File: src/design/rsgf_pkg.sv
// Shared types and constants for the range scan gap finder.
// Used by rsgf_tracker, rsgf_result_fifo and range_scan_gap_finder_core.
// No dependencies.
`timescale 1ns / 1ps
`default_nettype none

package rsgf_pkg;

  localparam int IDX_W       = 10;
  localparam int THR_W       = 16;
  localparam int CFG_DATA_W  = 16;
  localparam int CFG_IDX_W   = 2;
  localparam int FIFO_DEPTH  = 4;

  localparam int SCAN_SIZE_DEF  = 1024;
  localparam int RANGE_BITS_DEF = 16;

  // Configuration register indexes.
  localparam logic [CFG_IDX_W-1:0] CFG_FREE_THRESHOLD = 2'd0;
  localparam logic [CFG_IDX_W-1:0] CFG_WINDOW_START   = 2'd1;
  localparam logic [CFG_IDX_W-1:0] CFG_WINDOW_END     = 2'd2;
  localparam logic [CFG_IDX_W-1:0] CFG_MERGE_DISTANCE = 2'd3;

  // Reset values of the configuration registers.
  localparam logic [THR_W-1:0] RST_FREE_THRESHOLD = 16'hFFFF;
  localparam logic [IDX_W-1:0] RST_WINDOW_START   = 10'd0;
  localparam logic [IDX_W-1:0] RST_WINDOW_END     = 10'd1023;
  localparam logic [IDX_W-1:0] RST_MERGE_DISTANCE = 10'd3;

  typedef struct packed {
    logic [THR_W-1:0] free_threshold;
    logic [IDX_W-1:0] window_start;
    logic [IDX_W-1:0] window_end;
    logic [IDX_W-1:0] merge_distance;
  } rsgf_cfg_t;

  typedef struct packed {
    logic [IDX_W-1:0] gap_start;
    logic [IDX_W-1:0] gap_end;
    logic             gap_valid;
    logic             scan_done;
  } rsgf_res_t;

  // Results caused by one item: an emitted pending gap first, then the flush.
  typedef struct packed {
    logic      emit_vld;
    rsgf_res_t emit_res;
    logic      flush_vld;
    rsgf_res_t flush_res;
  } rsgf_push_t;

endpackage

`default_nettype wire

File: src/design/rsgf_tracker.sv
// Per-sample gap tracking: window test, gap open/close, merge and flush.
// Depends on rsgf_pkg.
`timescale 1ns / 1ps
`default_nettype none

module rsgf_tracker
  import rsgf_pkg::*;
#(
  parameter int SCAN_SIZE  = SCAN_SIZE_DEF,
  parameter int RANGE_BITS = RANGE_BITS_DEF
) (
  input  wire logic                  clk,
  input  wire logic                  rst_n,
  input  wire rsgf_cfg_t             cfg,
  input  wire logic                  acc,
  input  wire logic [RANGE_BITS-1:0] range_sample,
  input  wire logic                  sample_invalid,
  input  wire logic                  scan_last,
  output rsgf_push_t                 push
);

  localparam int CMP_W = (RANGE_BITS > THR_W) ? RANGE_BITS : THR_W;
  localparam logic [16:0] LAST_IDX = 17'(SCAN_SIZE - 1);

  logic [IDX_W-1:0] cnt_r, cnt_nxt;
  logic             flushed_r, flushed_nxt;
  logic             open_r, open_nxt;
  logic [IDX_W-1:0] open_start_r, open_start_nxt;
  logic             pv_r, pv_nxt;
  logic [IDX_W-1:0] ps_r, ps_nxt;
  logic [IDX_W-1:0] pe_r, pe_nxt;

  logic [IDX_W-1:0] wend;
  logic             in_win, is_free, do_open, do_close_win, at_end, do_close;
  logic [IDX_W-1:0] close_s, close_e;
  logic [IDX_W:0]   gap_dist;
  logic             merge;
  logic             pv_c;
  logic [IDX_W-1:0] ps_c, pe_c;

  always_comb begin
    wend = ({7'b0, cfg.window_end} > LAST_IDX) ? LAST_IDX[IDX_W-1:0] : cfg.window_end;
    in_win = (cnt_r >= cfg.window_start) && (cnt_r <= wend);
    is_free = sample_invalid ||
              (CMP_W'(range_sample) >= CMP_W'(cfg.free_threshold));
    do_open      = in_win && !open_r && is_free;
    do_close_win = in_win && open_r && (!is_free || sample_invalid);
    at_end       = (cnt_r == wend) || scan_last;
    // An open gap closes on the window end, including one that opened here.
    do_close = do_close_win || (at_end && (open_r || do_open));
    close_s  = do_open ? cnt_r : open_start_r;
    close_e  = do_close_win ? (cnt_r - 1'b1) : cnt_r;

    gap_dist = {1'b0, close_s} - {1'b0, pe_r};
    merge    = pv_r && ($signed(gap_dist) <= $signed({1'b0, cfg.merge_distance}));

    pv_c = pv_r;
    ps_c = ps_r;
    pe_c = pe_r;
    push.emit_vld  = 1'b0;
    push.emit_res  = '{gap_start: ps_r, gap_end: pe_r, gap_valid: 1'b1, scan_done: 1'b0};
    if (do_close) begin
      if (merge) begin
        pe_c = close_e;
      end else begin
        push.emit_vld = pv_r;
        pv_c = 1'b1;
        ps_c = close_s;
        pe_c = close_e;
      end
    end

    push.flush_vld = at_end;
    if (pv_c) begin
      push.flush_res = '{gap_start: ps_c, gap_end: pe_c, gap_valid: 1'b1, scan_done: 1'b1};
    end else begin
      push.flush_res = '{gap_start: '0, gap_end: '0, gap_valid: 1'b0, scan_done: 1'b1};
    end

    // Nothing is pushed once the scan has been flushed or without an item.
    if (!acc || flushed_r) begin
      push.emit_vld  = 1'b0;
      push.flush_vld = 1'b0;
    end

    cnt_nxt        = cnt_r;
    flushed_nxt    = flushed_r;
    open_nxt       = open_r;
    open_start_nxt = open_start_r;
    pv_nxt         = pv_r;
    ps_nxt         = ps_r;
    pe_nxt         = pe_r;
    if (acc) begin
      if (!flushed_r) begin
        open_nxt = (open_r || do_open) && !do_close;
        if (do_open) begin
          open_start_nxt = cnt_r;
        end
        pv_nxt = pv_c && !at_end;
        ps_nxt = ps_c;
        pe_nxt = pe_c;
        flushed_nxt = at_end;
      end
      if (scan_last) begin
        cnt_nxt     = '0;
        flushed_nxt = 1'b0;
        open_nxt    = 1'b0;
      end else begin
        cnt_nxt = cnt_r + 1'b1;
      end
    end
  end

  always_ff @(posedge clk) begin
    if (!rst_n) begin
      cnt_r        <= '0;
      flushed_r    <= 1'b0;
      open_r       <= 1'b0;
      open_start_r <= '0;
      pv_r         <= 1'b0;
      ps_r         <= '0;
      pe_r         <= '0;
    end else begin
      cnt_r        <= cnt_nxt;
      flushed_r    <= flushed_nxt;
      open_r       <= open_nxt;
      open_start_r <= open_start_nxt;
      pv_r         <= pv_nxt;
      ps_r         <= ps_nxt;
      pe_r         <= pe_nxt;
    end
  end

  // A flushed scan holds neither an open nor a pending gap.
  a_flushed_clean: assert property (@(posedge clk) disable iff (!rst_n)
    flushed_r |-> (!pv_r && !open_r))
    else $error("flushed scan still holds gap state");

  // The last sample of a scan restarts the index count.
  a_last_restart: assert property (@(posedge clk) disable iff (!rst_n)
    (acc && scan_last) |=> (cnt_r == '0 && !flushed_r))
    else $error("scan end did not restart the index");

  // Every scan_last that finds the scan unflushed produces the final result.
  a_last_flushes: assert property (@(posedge clk) disable iff (!rst_n)
    (acc && scan_last && !flushed_r) |-> push.flush_vld)
    else $error("scan end without final result");

endmodule

`default_nettype wire

File: src/design/rsgf_result_fifo.sv
// Small result queue taking up to two results per cycle and giving one while the output is ready.
// Depends on rsgf_pkg.
`timescale 1ns / 1ps
`default_nettype none

module rsgf_result_fifo
  import rsgf_pkg::*;
(
  input  wire logic       clk,
  input  wire logic       rst_n,
  input  wire rsgf_push_t push,
  output logic            space_ok,
  output logic            out_vld,
  output rsgf_res_t       out_res,
  input  wire logic       out_rdy
);

  localparam int PTR_W = $clog2(FIFO_DEPTH);
  localparam int CNT_W = $clog2(FIFO_DEPTH + 1);

  rsgf_res_t        mem [FIFO_DEPTH];
  logic [PTR_W-1:0] wr_ptr_r, wr_ptr_nxt, rd_ptr_r, rd_ptr_nxt;
  logic [CNT_W-1:0] count_r, count_nxt;
  logic [PTR_W-1:0] wr_a, wr_b;
  logic             pop;

  always_comb begin
    out_vld  = (count_r != '0);
    pop      = out_vld && out_rdy;
    out_res  = mem[rd_ptr_r];
    space_ok = (count_r <= CNT_W'(FIFO_DEPTH - 2));
    wr_a     = wr_ptr_r;
    wr_b     = wr_ptr_r + PTR_W'(push.emit_vld);
    wr_ptr_nxt = wr_ptr_r + PTR_W'(push.emit_vld) + PTR_W'(push.flush_vld);
    rd_ptr_nxt = rd_ptr_r + PTR_W'(pop);
    count_nxt  = count_r + CNT_W'(push.emit_vld) + CNT_W'(push.flush_vld) - CNT_W'(pop);
  end

  always_ff @(posedge clk) begin
    if (push.emit_vld) begin
      mem[wr_a] <= push.emit_res;
    end
    if (push.flush_vld) begin
      mem[wr_b] <= push.flush_res;
    end
  end

  always_ff @(posedge clk) begin
    if (!rst_n) begin
      wr_ptr_r <= '0;
      rd_ptr_r <= '0;
      count_r  <= '0;
    end else begin
      wr_ptr_r <= wr_ptr_nxt;
      rd_ptr_r <= rd_ptr_nxt;
      count_r  <= count_nxt;
    end
  end

  a_no_overflow: assert property (@(posedge clk) disable iff (!rst_n)
    count_r <= CNT_W'(FIFO_DEPTH))
    else $error("result queue overflow");

  a_push_has_room: assert property (@(posedge clk) disable iff (!rst_n)
    (push.emit_vld || push.flush_vld) |-> space_ok)
    else $error("result pushed without room");

  a_pointer_gap: assert property (@(posedge clk) disable iff (!rst_n)
    (wr_ptr_r - rd_ptr_r) == PTR_W'(count_r))
    else $error("queue pointers disagree with count");

endmodule

`default_nettype wire

File: src/design/range_scan_gap_finder_core.sv
// Top level of the range scan gap finder: configuration registers, the gap
// tracker and the result queue. Depends on rsgf_pkg, rsgf_tracker, rsgf_result_fifo.
`timescale 1ns / 1ps
`default_nettype none

// Channel   Dir  Handshake             Content
// in_       in   in_tvalid/in_tready   range sample, invalid flag, last of scan
// out_      out  out_tvalid/out_tready gap start/end, gap valid flag, scan done
// cfg_      in   cfg_we                register index and write data
//
// Each item is processed in the cycle it is accepted, so one item can be
// taken every cycle. An item causes zero, one or two result items; they go
// into a four-entry result queue that drains one item per cycle while the
// output is ready, and a result is offered at the earliest in the cycle after
// its item was taken. The input is ready while the queue has room for two
// results. With the output always ready the queue never holds more than two
// results, so the input never stalls; when the output stalls, the input is
// held once three results wait, until the receiver takes one.
// Reset is synchronous and active low; it clears all tracking state and
// returns the configuration registers to their defaults.

module range_scan_gap_finder_core
  import rsgf_pkg::*;
#(
  parameter int SCAN_SIZE  = SCAN_SIZE_DEF,
  parameter int RANGE_BITS = RANGE_BITS_DEF
) (
  input  wire logic                             clk,
  input  wire logic                             rst_n,
  // Input item stream.
  input  wire logic                             in_tvalid,
  output logic                                  in_tready,
  input  wire logic [((RANGE_BITS+7)/8)*8-1:0]  in_tdata,  // range_sample, zero pad
  input  wire logic                             in_tuser,  // sample_invalid
  input  wire logic                             in_tlast,  // scan_last
  // Result item stream.
  output logic                                  out_tvalid,
  input  wire logic                             out_tready,
  output logic [23:0]                           out_tdata, // gap_start, gap_end, zero pad
  output logic                                  out_tuser, // gap_valid
  output logic                                  out_tlast, // scan_done
  // Configuration write port.
  input  wire logic                             cfg_we,
  input  wire logic [CFG_IDX_W-1:0]             cfg_index,
  input  wire logic [CFG_DATA_W-1:0]            cfg_data
);

  rsgf_cfg_t  cfg_r, cfg_nxt;
  rsgf_push_t push;
  rsgf_res_t  res;
  logic       space_ok;
  logic       in_acc;

  // Register writes; the index covers exactly the four registers.
  always_comb begin
    cfg_nxt = cfg_r;
    if (cfg_we) begin
      case (cfg_index)
        CFG_FREE_THRESHOLD: cfg_nxt.free_threshold = cfg_data[THR_W-1:0];
        CFG_WINDOW_START:   cfg_nxt.window_start   = cfg_data[IDX_W-1:0];
        CFG_WINDOW_END:     cfg_nxt.window_end     = cfg_data[IDX_W-1:0];
        CFG_MERGE_DISTANCE: cfg_nxt.merge_distance = cfg_data[IDX_W-1:0];
        default:            cfg_nxt = cfg_r;
      endcase
    end
  end

  always_ff @(posedge clk) begin
    if (!rst_n) begin
      cfg_r.free_threshold <= RST_FREE_THRESHOLD;
      cfg_r.window_start   <= RST_WINDOW_START;
      cfg_r.window_end     <= RST_WINDOW_END;
      cfg_r.merge_distance <= RST_MERGE_DISTANCE;
    end else begin
      cfg_r <= cfg_nxt;
    end
  end

  assign in_tready = space_ok;
  assign in_acc    = in_tvalid && space_ok;

  rsgf_tracker #(
    .SCAN_SIZE  (SCAN_SIZE),
    .RANGE_BITS (RANGE_BITS)
  ) u_tracker (
    .clk            (clk),
    .rst_n          (rst_n),
    .cfg            (cfg_r),
    .acc            (in_acc),
    .range_sample   (in_tdata[RANGE_BITS-1:0]),
    .sample_invalid (in_tuser),
    .scan_last      (in_tlast),
    .push           (push)
  );

  rsgf_result_fifo u_fifo (
    .clk      (clk),
    .rst_n    (rst_n),
    .push     (push),
    .space_ok (space_ok),
    .out_vld  (out_tvalid),
    .out_res  (res),
    .out_rdy  (out_tready)
  );

  // Results are packed with the gap start in the lowest bits.
  assign out_tdata = {4'b0, res.gap_end, res.gap_start};
  assign out_tuser = res.gap_valid;
  assign out_tlast = res.scan_done;

endmodule

`default_nettype wire
File: config.mk
export PLATFORM = sky130hd
export DESIGN_NAME = range_scan_gap_finder_core
export DESIGN_NICKNAME = d
export VERILOG_FILES = /design/src/design/rsgf_pkg.sv /design/src/design/rsgf_tracker.sv /design/src/design/rsgf_result_fifo.sv /design/src/design/range_scan_gap_finder_core.sv
export SDC_FILE = /design/constraint.sdc
export NUM_CORES = 1
export LEC_CHECK = 0
export BUFFER_PORTS_ARGS = -buffer_cell sky130_fd_sc_hd__buf_2
export CAP_MARGIN = 30
export CELL_PAD_IN_SITES_DETAIL_PLACEMENT = 0
export CELL_PAD_IN_SITES_GLOBAL_PLACEMENT = 1
export CORE_MARGIN = 2
export CORE_UTILIZATION = 40
export DETAILED_ROUTE_END_ITERATION = 7
export PLACE_DENSITY_LB_ADDON = 0.1
export SLEW_MARGIN = 0
export SYNTH_ARGS = -nofsm -noshare
export SYNTH_HDL_FRONTEND = slang
export SYNTH_HIERARCHICAL = 1
export SYNTH_SLANG_ARGS = --single-unit
File: constraint.sdc
create_clock -name clk -period 7.8 [get_ports clk]
set_input_delay 1.17 -clock clk [delete_from_list [all_inputs] [get_ports clk]]
set_output_delay 1.17 -clock clk [all_outputs]
set_load 0.1 [all_outputs]
# Word-level counts from Yosys, hierarchy flattened
# Memory sizes are Yosys's and may differ from the RTL's. A register that Yosys moved wholly into a read port is not among the register bits.
# Cells that the tools add are included.
[word_totals]
reg_bits = 96
mem_bits_rw = 88
inputBits = 41
memories = 1
[memory_table]
columns = ["name", "words", "width", "read_ports", "rd_ports_with_merged_regs", "write_ports", "line_no", "source"]
rows = [
  ["u_fifo.mem", 4, 22, 1, 1, 2, "rsgf_result_fifo.sv:21", "rsgf_res_t mem [FIFO_DEPTH];"],
]
[op_classes]
addsub = 9
magnitude_cmp = 5
n_eq_ne = 5
mux = 22
bitwise_logic = 1
n_reduce_logical = 30
[ops]
columns = ["cell", "n"]
rows = [
  ["two-way mux 10 bit", 6],
  ["two-way mux 22 bit", 1],
  [">= comparator 16 bit", 1],
  ["two-way mux 1 bit", 14],
  ["AND reduction 2 bit", 6],
  ["<= comparator 11 bit", 1],
  ["logical AND 1 bit", 11],
  ["subtractor 10 x 10 -> 11 bit", 1],
  ["adder 10 x 1 -> 10 bit, second input constant", 1],
  ["equality test 10 bit", 1],
  [">= comparator 10 bit", 1],
  ["<= comparator 10 bit", 1],
  ["subtractor 10 x 1 -> 10 bit, second input constant", 1],
  ["adder 2 x 1 -> 2 bit", 3],
  ["adder 3 x 1 -> 3 bit", 2],
  ["logical OR 1 bit", 6],
  ["zero test 1 bit", 5],
  ["equality test 2 bit, second input constant", 2],
  ["<= comparator 3 x 2 -> 1 bit, second input constant", 1],
  ["nonzero test 3 bit", 1],
  ["subtractor 3 x 1 -> 3 bit", 1],
  ["equality test 2 x 1 -> 1 bit, second input constant", 1],
  ["zero test 2 bit", 1],
  ["two-way mux 2 bit", 1],
  ["other kinds (2)", 2],
]

# Longest topological paths before layout
# Gate-level depths: netlist of the first run.
[depth]
ltp_word = 14
mapped_depth = 33
depth_no_buf = 32

# Modules after synthesis
# The synthesis of the first run kept the hierarchy.
[by_module_without_submodules]
columns = ["module", "instances", "cells_each", "area_per_inst_um2", "seq_area_each_um2"]
rows = [
  ["rsgf_result_fifo", 1, 258, 4774.6, 2782.7],
  ["rsgf_tracker", 1, 521, 3993.8, 860.8],
  ["range_scan_gap_finder_core", 1, 191, 1966.9, 920.9],
]

# Worst setup path after synthesis of the first run
# OpenSTA, ideal clock, no wires.
[synth_timing]
path_kind = "input -> register"
startpoint = "input port in_tdata[11]"
endpoint = "memory u_fifo/mem[3][0] (netlist bit) (enable)"
arrival_ps = 7268
required_time_ps = 7363
path_slack_ps = 95
cell_stages = 25
path_buffers = 1
cell_sequence = "ha_1 > a21oi_1 > o21ai_0 > a2111oi_0 > o21ai_0 > nand3_1 > clkbuf_1 > mux2_2 > ha_1 > o21ai_0 > a21boi_0 > o21ai_0 > a21oi_1 > o21ai_0 > nand3_1 > o311ai_0 > ha_1 > o21a_1 > o22ai_1 > nor2_1 > o311ai_0 > inv_1 > and3_1 > inv_1 > o32ai_1"
[synth_lines]
columns = ["item", "line_no", "source"]
rows = [
  ["from (decl)", "range_scan_gap_finder_core.sv:33", "input wire logic [((RANGE_BITS+7)/8)*8-1:0] in_tdata,"],
  ["to (decl)", "rsgf_result_fifo.sv:21", ""],
]

==> results of run 1 <==
==> kinds of logic after synthesis <==
group	share of synthesized area (%)
AO/OA/AOI/OAI	9.511
XOR/XNOR	2.110
adder cells (fa/ha/maj)	7.902
buffers and inverters	6.375
flip-flops	42.52
multiplexers	19.92
other	0.1049
AND/OR/NAND/NOR	11.56
==> flip-flops by register name, indices dropped and copies added, names as in the netlist <==
register	count
u_fifo/mem	88
cfg_r	46
u_tracker/cnt_r	10
u_tracker/open_start_r	10
u_tracker/pe_r	10
u_tracker/ps_r	10
u_fifo/count_r	3
u_fifo/rd_ptr_r	2
u_fifo/wr_a	2
u_tracker/flushed_r	1
u_tracker/open_r	1
u_tracker/pv_r	1
==> cell usage in the layout (no fill, tap or decap), types with 5 or more instances in the layout <==
cell type,netlist,routed
sky130_fd_sc_hd__a211oi_1,10,10
sky130_fd_sc_hd__a21o_1,13,13
sky130_fd_sc_hd__a21oi_1,41,41
sky130_fd_sc_hd__a22o_1,10,10
sky130_fd_sc_hd__and2_1,11,11
sky130_fd_sc_hd__buf_12,2,8
sky130_fd_sc_hd__buf_2,4,64
sky130_fd_sc_hd__buf_4,15,24
sky130_fd_sc_hd__clkbuf_16,0,17
sky130_fd_sc_hd__clkinv_8,0,6
sky130_fd_sc_hd__conb_1,3,7
sky130_fd_sc_hd__dfxtp_1,96,96
sky130_fd_sc_hd__edfxtp_1,88,88
sky130_fd_sc_hd__ha_1,63,63
sky130_fd_sc_hd__inv_1,80,80
sky130_fd_sc_hd__mux2_2,73,73
sky130_fd_sc_hd__mux2_4,19,19
sky130_fd_sc_hd__mux2i_1,49,49
sky130_fd_sc_hd__mux4_2,22,22
sky130_fd_sc_hd__nand2_1,86,86
sky130_fd_sc_hd__nand3_1,9,9
sky130_fd_sc_hd__nand4_1,10,10
sky130_fd_sc_hd__nand4bb_1,6,6
sky130_fd_sc_hd__nor2_1,39,37
sky130_fd_sc_hd__nor2b_1,39,38
sky130_fd_sc_hd__nor3_1,9,9
sky130_fd_sc_hd__nor4_1,5,5
sky130_fd_sc_hd__o211ai_1,9,9
sky130_fd_sc_hd__o21ai_0,18,17
sky130_fd_sc_hd__o311a_1,9,9
sky130_fd_sc_hd__xnor2_1,16,16
sky130_fd_sc_hd__xor2_1,8,8
==> worst paths after layout <==
| check | startpoint | to | slack, ps | cells past startpoint |
|---|---|---|---|---|
| setup reg to reg | u_tracker/cnt_r[0] | u_fifo/mem[1][19] | 710 | 28 |
| hold reg to reg | cfg_r[22] | cfg_r[22] | 460 | 2 |
| hold / removal | cfg_r[22] | cfg_r[22] | 460 | 2 |
| setup / recovery | in_tdata[11] | u_fifo/mem[1][19] | 660 | 28 |
==> worst max-delay path, stage by stage <==
cell and delay (ps):
sky130_fd_sc_hd__buf_2 100, sky130_fd_sc_hd__ha_1 280, sky130_fd_sc_hd__a21oi_1 140, sky130_fd_sc_hd__o21ai_0 130
sky130_fd_sc_hd__a2111oi_1 400, sky130_fd_sc_hd__o21ai_1 210, sky130_fd_sc_hd__nand3_1 130, sky130_fd_sc_hd__buf_4 190
sky130_fd_sc_hd__mux2_2 380, sky130_fd_sc_hd__ha_1 300, sky130_fd_sc_hd__o21ai_0 100, sky130_fd_sc_hd__a21boi_0 230
sky130_fd_sc_hd__o21ai_0 150, sky130_fd_sc_hd__a21oi_1 190, sky130_fd_sc_hd__o21ai_0 140, sky130_fd_sc_hd__o311ai_1 300
sky130_fd_sc_hd__ha_1 320, sky130_fd_sc_hd__a211o_1 300, sky130_fd_sc_hd__a21o_1 160, sky130_fd_sc_hd__o311ai_0 210
sky130_fd_sc_hd__inv_1 190, sky130_fd_sc_hd__and3_1 260, sky130_fd_sc_hd__ha_1 240, sky130_fd_sc_hd__xnor2_2 230
sky130_fd_sc_hd__and3_1 240, sky130_fd_sc_hd__buf_12 230, sky130_fd_sc_hd__a31o_2 170, sky130_fd_sc_hd__buf_12 190
==> power groups by stage <==
stage	Combinational [mW]	Sequential (mW)	Clock (mW)
5_1_grt	1.32	1.14	0.937
2_1_floorplan	0.989	1.13	0
3_5_place_dp	1.23	1.15	0
4_1_cts	1.24	1.13	0.898
3_3_place_gp	1.23	1.15	0
6_report	1.22	1.13	0.874
==> what timing repair did <==
action	CTS	global route
gates resized for setup	0	3
endpoints found under the setup margin	0	129
hold endpoints to repair	0	0
==> layer usage <==
| metal | up-vias | part of all wire (%) | track usage [%] |
|---|---|---|---|
| met2 | 112 | 48 | 32.27 |
| met4 | 0 | 1.7 | 5.784 |
| met1 | 3445 | 47 | 25.07 |
| met5 | - | 0 | 0 |
| li1 | 3618 | - | - |
| met3 | 24 | 2.6 | 2.562 |
==> area by class of cell <==
class	instances	area, um2	area share [%]
Timing Repair Buffer	96	660.6	5.457
Sequential cell	184	4564	37.70
Antenna cell	1	2.502	0.02067
Tap cell	335	419.2	3.462
Inverter	80	300.3	2.480
Clock buffer	17	425.4	3.514
Clock inverter	15	176.4	1.457
Multi-Input combinational cell	650	5558	45.91
==> results list, run 1 <==
- Outcome: completed
* Actual transition at the worst max-transition pin: 775.8 ps
- Buffers added to address setup during post-CTS repair amount to 0.
- The worst setup path is launched from an input pin.
* Core area: 0.02621 mm2
* Clock input transition at the sequential cells of the worst setup and hold paths: 70 ps
- Signed area change from the synthesized netlist to the final layout: 12.77%
* Biggest area contributors in the synthesized netlist: sky130_fd_sc_hd__edfxtp_1 25%, sky130_fd_sc_hd__dfxtp_1 18%, sky130_fd_sc_hd__mux2_2 7.7%
* Internal Power: 1.900 mW
- Once layout is complete, the utilization of the core stands at 46.20%.
- The floorplan has 59 rows.
- The synthesized netlist contains 71 unique library cells.
- The clock passes through at most 2 buffers.
- The completed layout was analyzed and its total power is 3.222 mW.
- For this run, the detailed router's first-pass iteration total came to 5.
- Number of antenna violations at the first check in global routing: 1
- Setup violations remaining at the end of the flow were counted as 0.
* Placed Cells incl. Taps: 1345
- IR analysis of the VDD net gives a maximum drop of 0.0001129 V.
- Synthesis inferred 184 register bits.
- Pre-CTS WS: -43.21 ps
- For this configuration, the core starts out at a cell density of 40.96%.
- DRC marker count from the first detailed-route iteration: 401
- Worst slew margin relative to its limit: 48.13%
- Summing all placed instances gives a cell area of 0.01150 mm2.
* Final std cells w/o fill: 1378
* Estimated wirelength of the detail-placed design: 18260 um
- GRT Residual Overflow: 0
- Area of the mapped netlist: 0.01074 mm2
* Net switching power figure: 1.322 mW
- Drc violations: 0
- Cell taking the most area after synthesis: sky130_fd_sc_hd__edfxtp_1
* Number of port buffers: 64
* Antenna Nets Post-Route: 0
- The clock drives 184 sinks.
- Hold Slack: 457.1 ps
- Share of async-settable or async-resettable flops after synthesis: 0%
- Net switching is 41.04% of the power.
* Insertion delay of the later-clocked pin in the worst-skew pair: 440 ps
- Power share of the sequential group: 35.0%
- Top-level I/O count: 69
- Full die area: 0.02817 mm2
- Highest clock frequency the design can meet: 140.0 MHz
- Combinational logic burns 37.9% of the power.
- Largest net degree at the start of global routing: 67
* Total number of nets in the final design: 1136
* CTS tree: yes
* Routability congestion estimate: 0.7866
* Worst setup margin: 655.4 ps
* Overall via count from detail_route: 7199
* Hold-fix buffers, CTS: 0
- Finished layout cell area: 0.01211 mm2
- In this run, the clock network consumes 27.1% of the power.
- Crit path DAT: 7280 ps
- Number of vias per cell: 5.224
- Setup_tns: 0 ps
- Pwr Density: 266.1 mW/mm2
- Count leader, synth: sky130_fd_sc_hd__dfxtp_1
- CTS placed an instance of sky130_fd_sc_hd__clkbuf_16 at the clock tree root.
- Min-Delay Path Class: flip-flop to flip-flop
* Layout cells sized above 1: 24.95%
- Total routed wirelength: 25820 um
- Y dimension of the die: 167.8 um
- The first global-routing pass estimated 41270 um of wire.
* Critical path class: input pin to flip-flop
- Final Hold Vio Count: 0
* Minimum clock period after layout: 7145 ps
- CTS built an H-tree with a depth of 4.
- Most frequent cells after synthesis: 96 x sky130_fd_sc_hd__dfxtp_1, 88 x sky130_fd_sc_hd__edfxtp_1, 86 x sky130_fd_sc_hd__nand2_1
* Post-route clock period utilization: 91.60%
- Gate count after technology mapping: 970
* Crit path capture type: flip-flop
* Post-synth EDFFs: 88
* Final setup skew: 19.89 ps
- For this design the static power due to leakage is 4.991 nW.
- Fin. max-slew vios: 0
* Mean routed wirelength per cell: 18.73 um
- STA puts the critical path data required time at 7940 ps.
- Die Span X: 167.8 um
- The average instance in the mapped netlist occupies 11.07 um2.
- Largest fanout on the critical path: 23
* Number of buffers added by the clock tree synthesis step: 17
* Unrepaired setup endpoints after global routing: false
- Global routing used 18.92% of the available tracks.
- Sequential fraction of the synthesis area: 42.52%
* MaxCap Viol Count: 0
- Layout fillers: 2403
* Synth warn: 6
- The via count of the first global-routing pass was 7319.
- Share of the synthesized area in the top cell type: 24.62%
- Dominant register cell in the synthesized netlist: sky130_fd_sc_hd__dfxtp_1
Power figures use the tool's default switching activity.
==> run 2: changes to the inputs <==
--- a/config.mk
+++ b/config.mk
@@ -7,7 +7,7 @@
 export LEC_CHECK = 0
 export BUFFER_PORTS_ARGS = -buffer_cell sky130_fd_sc_hd__buf_2
 export CAP_MARGIN = 30
-export CELL_PAD_IN_SITES_DETAIL_PLACEMENT = 0
+export CELL_PAD_IN_SITES_DETAIL_PLACEMENT = 1
 export CELL_PAD_IN_SITES_GLOBAL_PLACEMENT = 1
 export CORE_MARGIN = 2
 export CORE_UTILIZATION = 40
==> run 2 against run 1 <==
Wire length increased by 4.9%; first-iteration DRC count decreased by 29%; sequential share of layout area about the same; critical endpoint is now u_fifo/mem[1][6].
==> results list, run 2 (synthesis results as in run 1) <==
- The largest buffer count on any clock path is 2 (unchanged).
* Leak pwr: 4.990 nW (about the same)
- Drc violations: 0 (unchanged)
* Most used cell along the critical path: sky130_fd_sc_hd__ha_1
- Placement Rows: 59 (unchanged)
* Footprint of the flip-flops and latches: 0.004564 mm2 (unchanged)
- The worst clock skew is 22.20 ps (+2.313 ps).
- The number of I/O port buffers came to 64 (unchanged).
- The global-route congestion overflow total is 0 (unchanged).
- The clock network fraction of design power was 27.0% (about the same).
- Ant. Diodes: 0 (-1)
* Highest clock frequency the design can meet: 137.5 MHz (-1.7%)
* Power share of the sequential group: 35.0% (about the same)
- The routed wirelength normalized by instance count was 19.66 um (+5.0%).
- The number of violations reported at the end of detailed-routing iteration 0 is 283 (-29%).
- Overall via count from detail_route: 7341 (+2.0%)
* Worst slew margin relative to its limit: 49.34% (+1.2 points)
* CTS tree: yes
- The final total power came to 3.226 mW (+0.12%).
* Register with the most flip-flops: u_fifo/mem
- Clock sink total: 184 (unchanged)
- The worst hold-check slack is 455.5 ps (-1.533 ps).
- Leaving out fill and tap cells, the most frequent cells in the layout are 96 x sky130_fd_sc_hd__dfxtp_1, 88 x sky130_fd_sc_hd__edfxtp_1, 86 x sky130_fd_sc_hd__nand2_1.
- Antenna Nets Post-Route: 0 (unchanged)
- The number of flip-flops under the largest register name is 88 (unchanged).
- Insertion delay of the later-clocked pin in the worst-skew pair: 440 ps (about the same)
* Layout fillers: 2850 (+19%)
* Y dimension of the die: 167.8 um (unchanged)
- Pwr Density: 266.8 mW/mm2 (+0.23%)
- Minimum clock period after layout: 7270 ps (+125.6 ps)
- Number of vias per cell: 5.331 (+2.0%)
* Hold-fix buffers, CTS: 0 (unchanged)
- Startpoint kind of the worst setup timing path: input pin
- The critical path required time came to 7930 ps (about the same).
- The number of max-capacitance violations reported is 0 (unchanged).
- Post-CTS Setup Inserts: 0 (unchanged)
- The flow ran to the end, and the final reports show no timing, DRC or antenna violations.
* Number of global-route vias before repair: 7863 (+7.4%)
- The delay of the slowest cell on the worst path came to 400 ps (about the same).
- Comb pwr share: 38.1% (+0.2 points)
- Area taken by multi-input logic gates: 0.005557 mm2 (about the same)
- The overall fraction of global-route tracks in use came to 19.89% (+0.97 points).
* Final Hold Vio Count: 0 (unchanged)
* Fin. max-slew vios: 0 (unchanged)
- The area growth from synthesis to layout is 12.65%.
- The largest voltage drop on the vdd net is 0.0001270 V (+12%).
- The total placed cells including tap cells is 1345 (unchanged).
- Pre-CTS WS: -189.3 ps (-146.1 ps)
- Unrepaired setup endpoints after global routing: false
- The pin count of the biggest net entering global routing is 67 (unchanged).
- The count of final setup violators is 0 (unchanged).
- The least setup slack across all paths after layout is 529.8 ps (-125.6 ps).
* Net switching power figure: 1.324 mW (+0.15%)
- Total number of nets in the final design: 1136 (unchanged)
- The starting utilization of the core area was 40.96% (unchanged).
- The placer's final routability congestion estimate is 0.7866 (unchanged).
* Top-level I/O count: 69 (unchanged)
- Final std cells w/o fill: 1377 (-0.073%)
- Clock tree synthesis selected as its root buffer the cell sky130_fd_sc_hd__clkbuf_16.
- Htree depth: 4 (unchanged)
- Leading registers by flop count: u_fifo/mem: 88 flops, cfg_r: 46 flops
- Layout cells sized above 1: 24.95% (unchanged)
- The global-route wire length before repair came to 43590 um (+5.6%).
* Die Span X: 167.8 um (unchanged)
- First-pass DRT Iterations: 4 (-1)
- The switching portion of total power came to 41.05% (about the same).
- The post-route cell area is 0.01209 mm2 (-0.11%).
* Commonest non-fill, non-tap cell in the layout: sky130_fd_sc_hd__dfxtp_1
- Actual transition at the worst max-transition pin: 759.1 ps (-16.71 ps)
* Number of buffers added by the clock tree synthesis step: 17 (unchanged)
* Critical path class: input pin to flip-flop
- Crit path capture type: flip-flop
- Number of antenna violations at the first check in global routing: 0 (-1)
- The routed wire length was 27080 um (+4.9%).
- Largest fanout on the critical path: 23 (unchanged)
- Internal Power: 1.902 mW (about the same)
* Core area: 0.02621 mm2 (unchanged)
- Full die area: 0.02817 mm2 (unchanged)
- Among all stages on the critical path, the largest delay is contributed by sky130_fd_sc_hd__a2111oi_0.
* Crit path DAT: 7400 ps (+120 ps)
- Estimated wirelength of the detail-placed design: 19700 um (+7.9%)
* Post-placement cell area: 0.01150 mm2 (unchanged)
* Min-Delay Path Class: flip-flop to flip-flop
- Clock input transition at the sequential cells of the worst setup and hold paths: 70 ps (about the same)
- The share of the cycle needed by the critical path after routing is 93.21% (+1.6 points).
[run 2: per-stage QoR]
step	setup TNS, ps	utilization, %
global placement	0	43.86
finish	0	46.14
CTS	0	46.14
global route	0	46.14
detailed placement	-15480	43.89
floorplan	0	-
[run 2: power groups by stage]
stage / clock network (mW) / logic, mW / registers, mW
after floorplan: 0 / 0.989 / 1.13
after global placement: 0 / 1.23 / 1.15
after detailed placement: 0 / 1.24 / 1.15
after CTS: 0.899 / 1.25 / 1.13
after global routing: 0.931 / 1.32 / 1.14
final: 0.870 / 1.23 / 1.13
[run 2: cell type report]
class | count | area share, %
Clock inverter | 15 | 1.376
Clock buffer | 17 | 3.518
Multi-Input combinational cell | 650 | 45.95
Inverter | 80 | 2.483
Timing Repair Buffer | 96 | 5.463
Tap cell | 335 | 3.466
Sequential cell | 184 | 37.74
[run 2: path summary, 6_finish.rpt]
path                        startpoint                   endpoint  slack, ps  depth (start not counted)
max                        in_tdata[9]           u_fifo/mem[1][6]        530                         28
min          u_tracker/open_start_r[9]  u_tracker/open_start_r[9]        460                          2
max reg2reg         u_tracker/cnt_r[0]           u_fifo/mem[1][6]        650                         28
min reg2reg  u_tracker/open_start_r[9]  u_tracker/open_start_r[9]        460                          2
[run 2: worst max-delay path: cells and delay by family]
family / cells / cell delay (ps)
buffers and inverters: 5 / 910
XOR/XNOR: 1 / 260
AO/OA/AOI/OAI: 14 / 2840
adder cells (fa/ha/maj): 4 / 1160
AND/OR/NAND/NOR: 3 / 650
multiplexers: 1 / 380
[run 2: routing by layer]
| layer | wire (um) | track usage [%] | part of all wire (%) | vias to the layer above |
|---|---|---|---|---|
| met2 | 13650 | 35.61 | 50 | 105 |
| met3 | 720 | 2.186 | 2.7 | 17 |
| met4 | 406 | 6.389 | 1.5 | 0 |
| li1 | - | - | - | 3605 |
| met5 | 0 | 0 | 0 | - |
| met1 | 12310 | 25.15 | 45 | 3614 |
[run 2: what timing repair did]
action	in CTS	in global routing
setup endpoints to repair	0	128
resized for setup	0	3
hold endpoints to repair	0	0
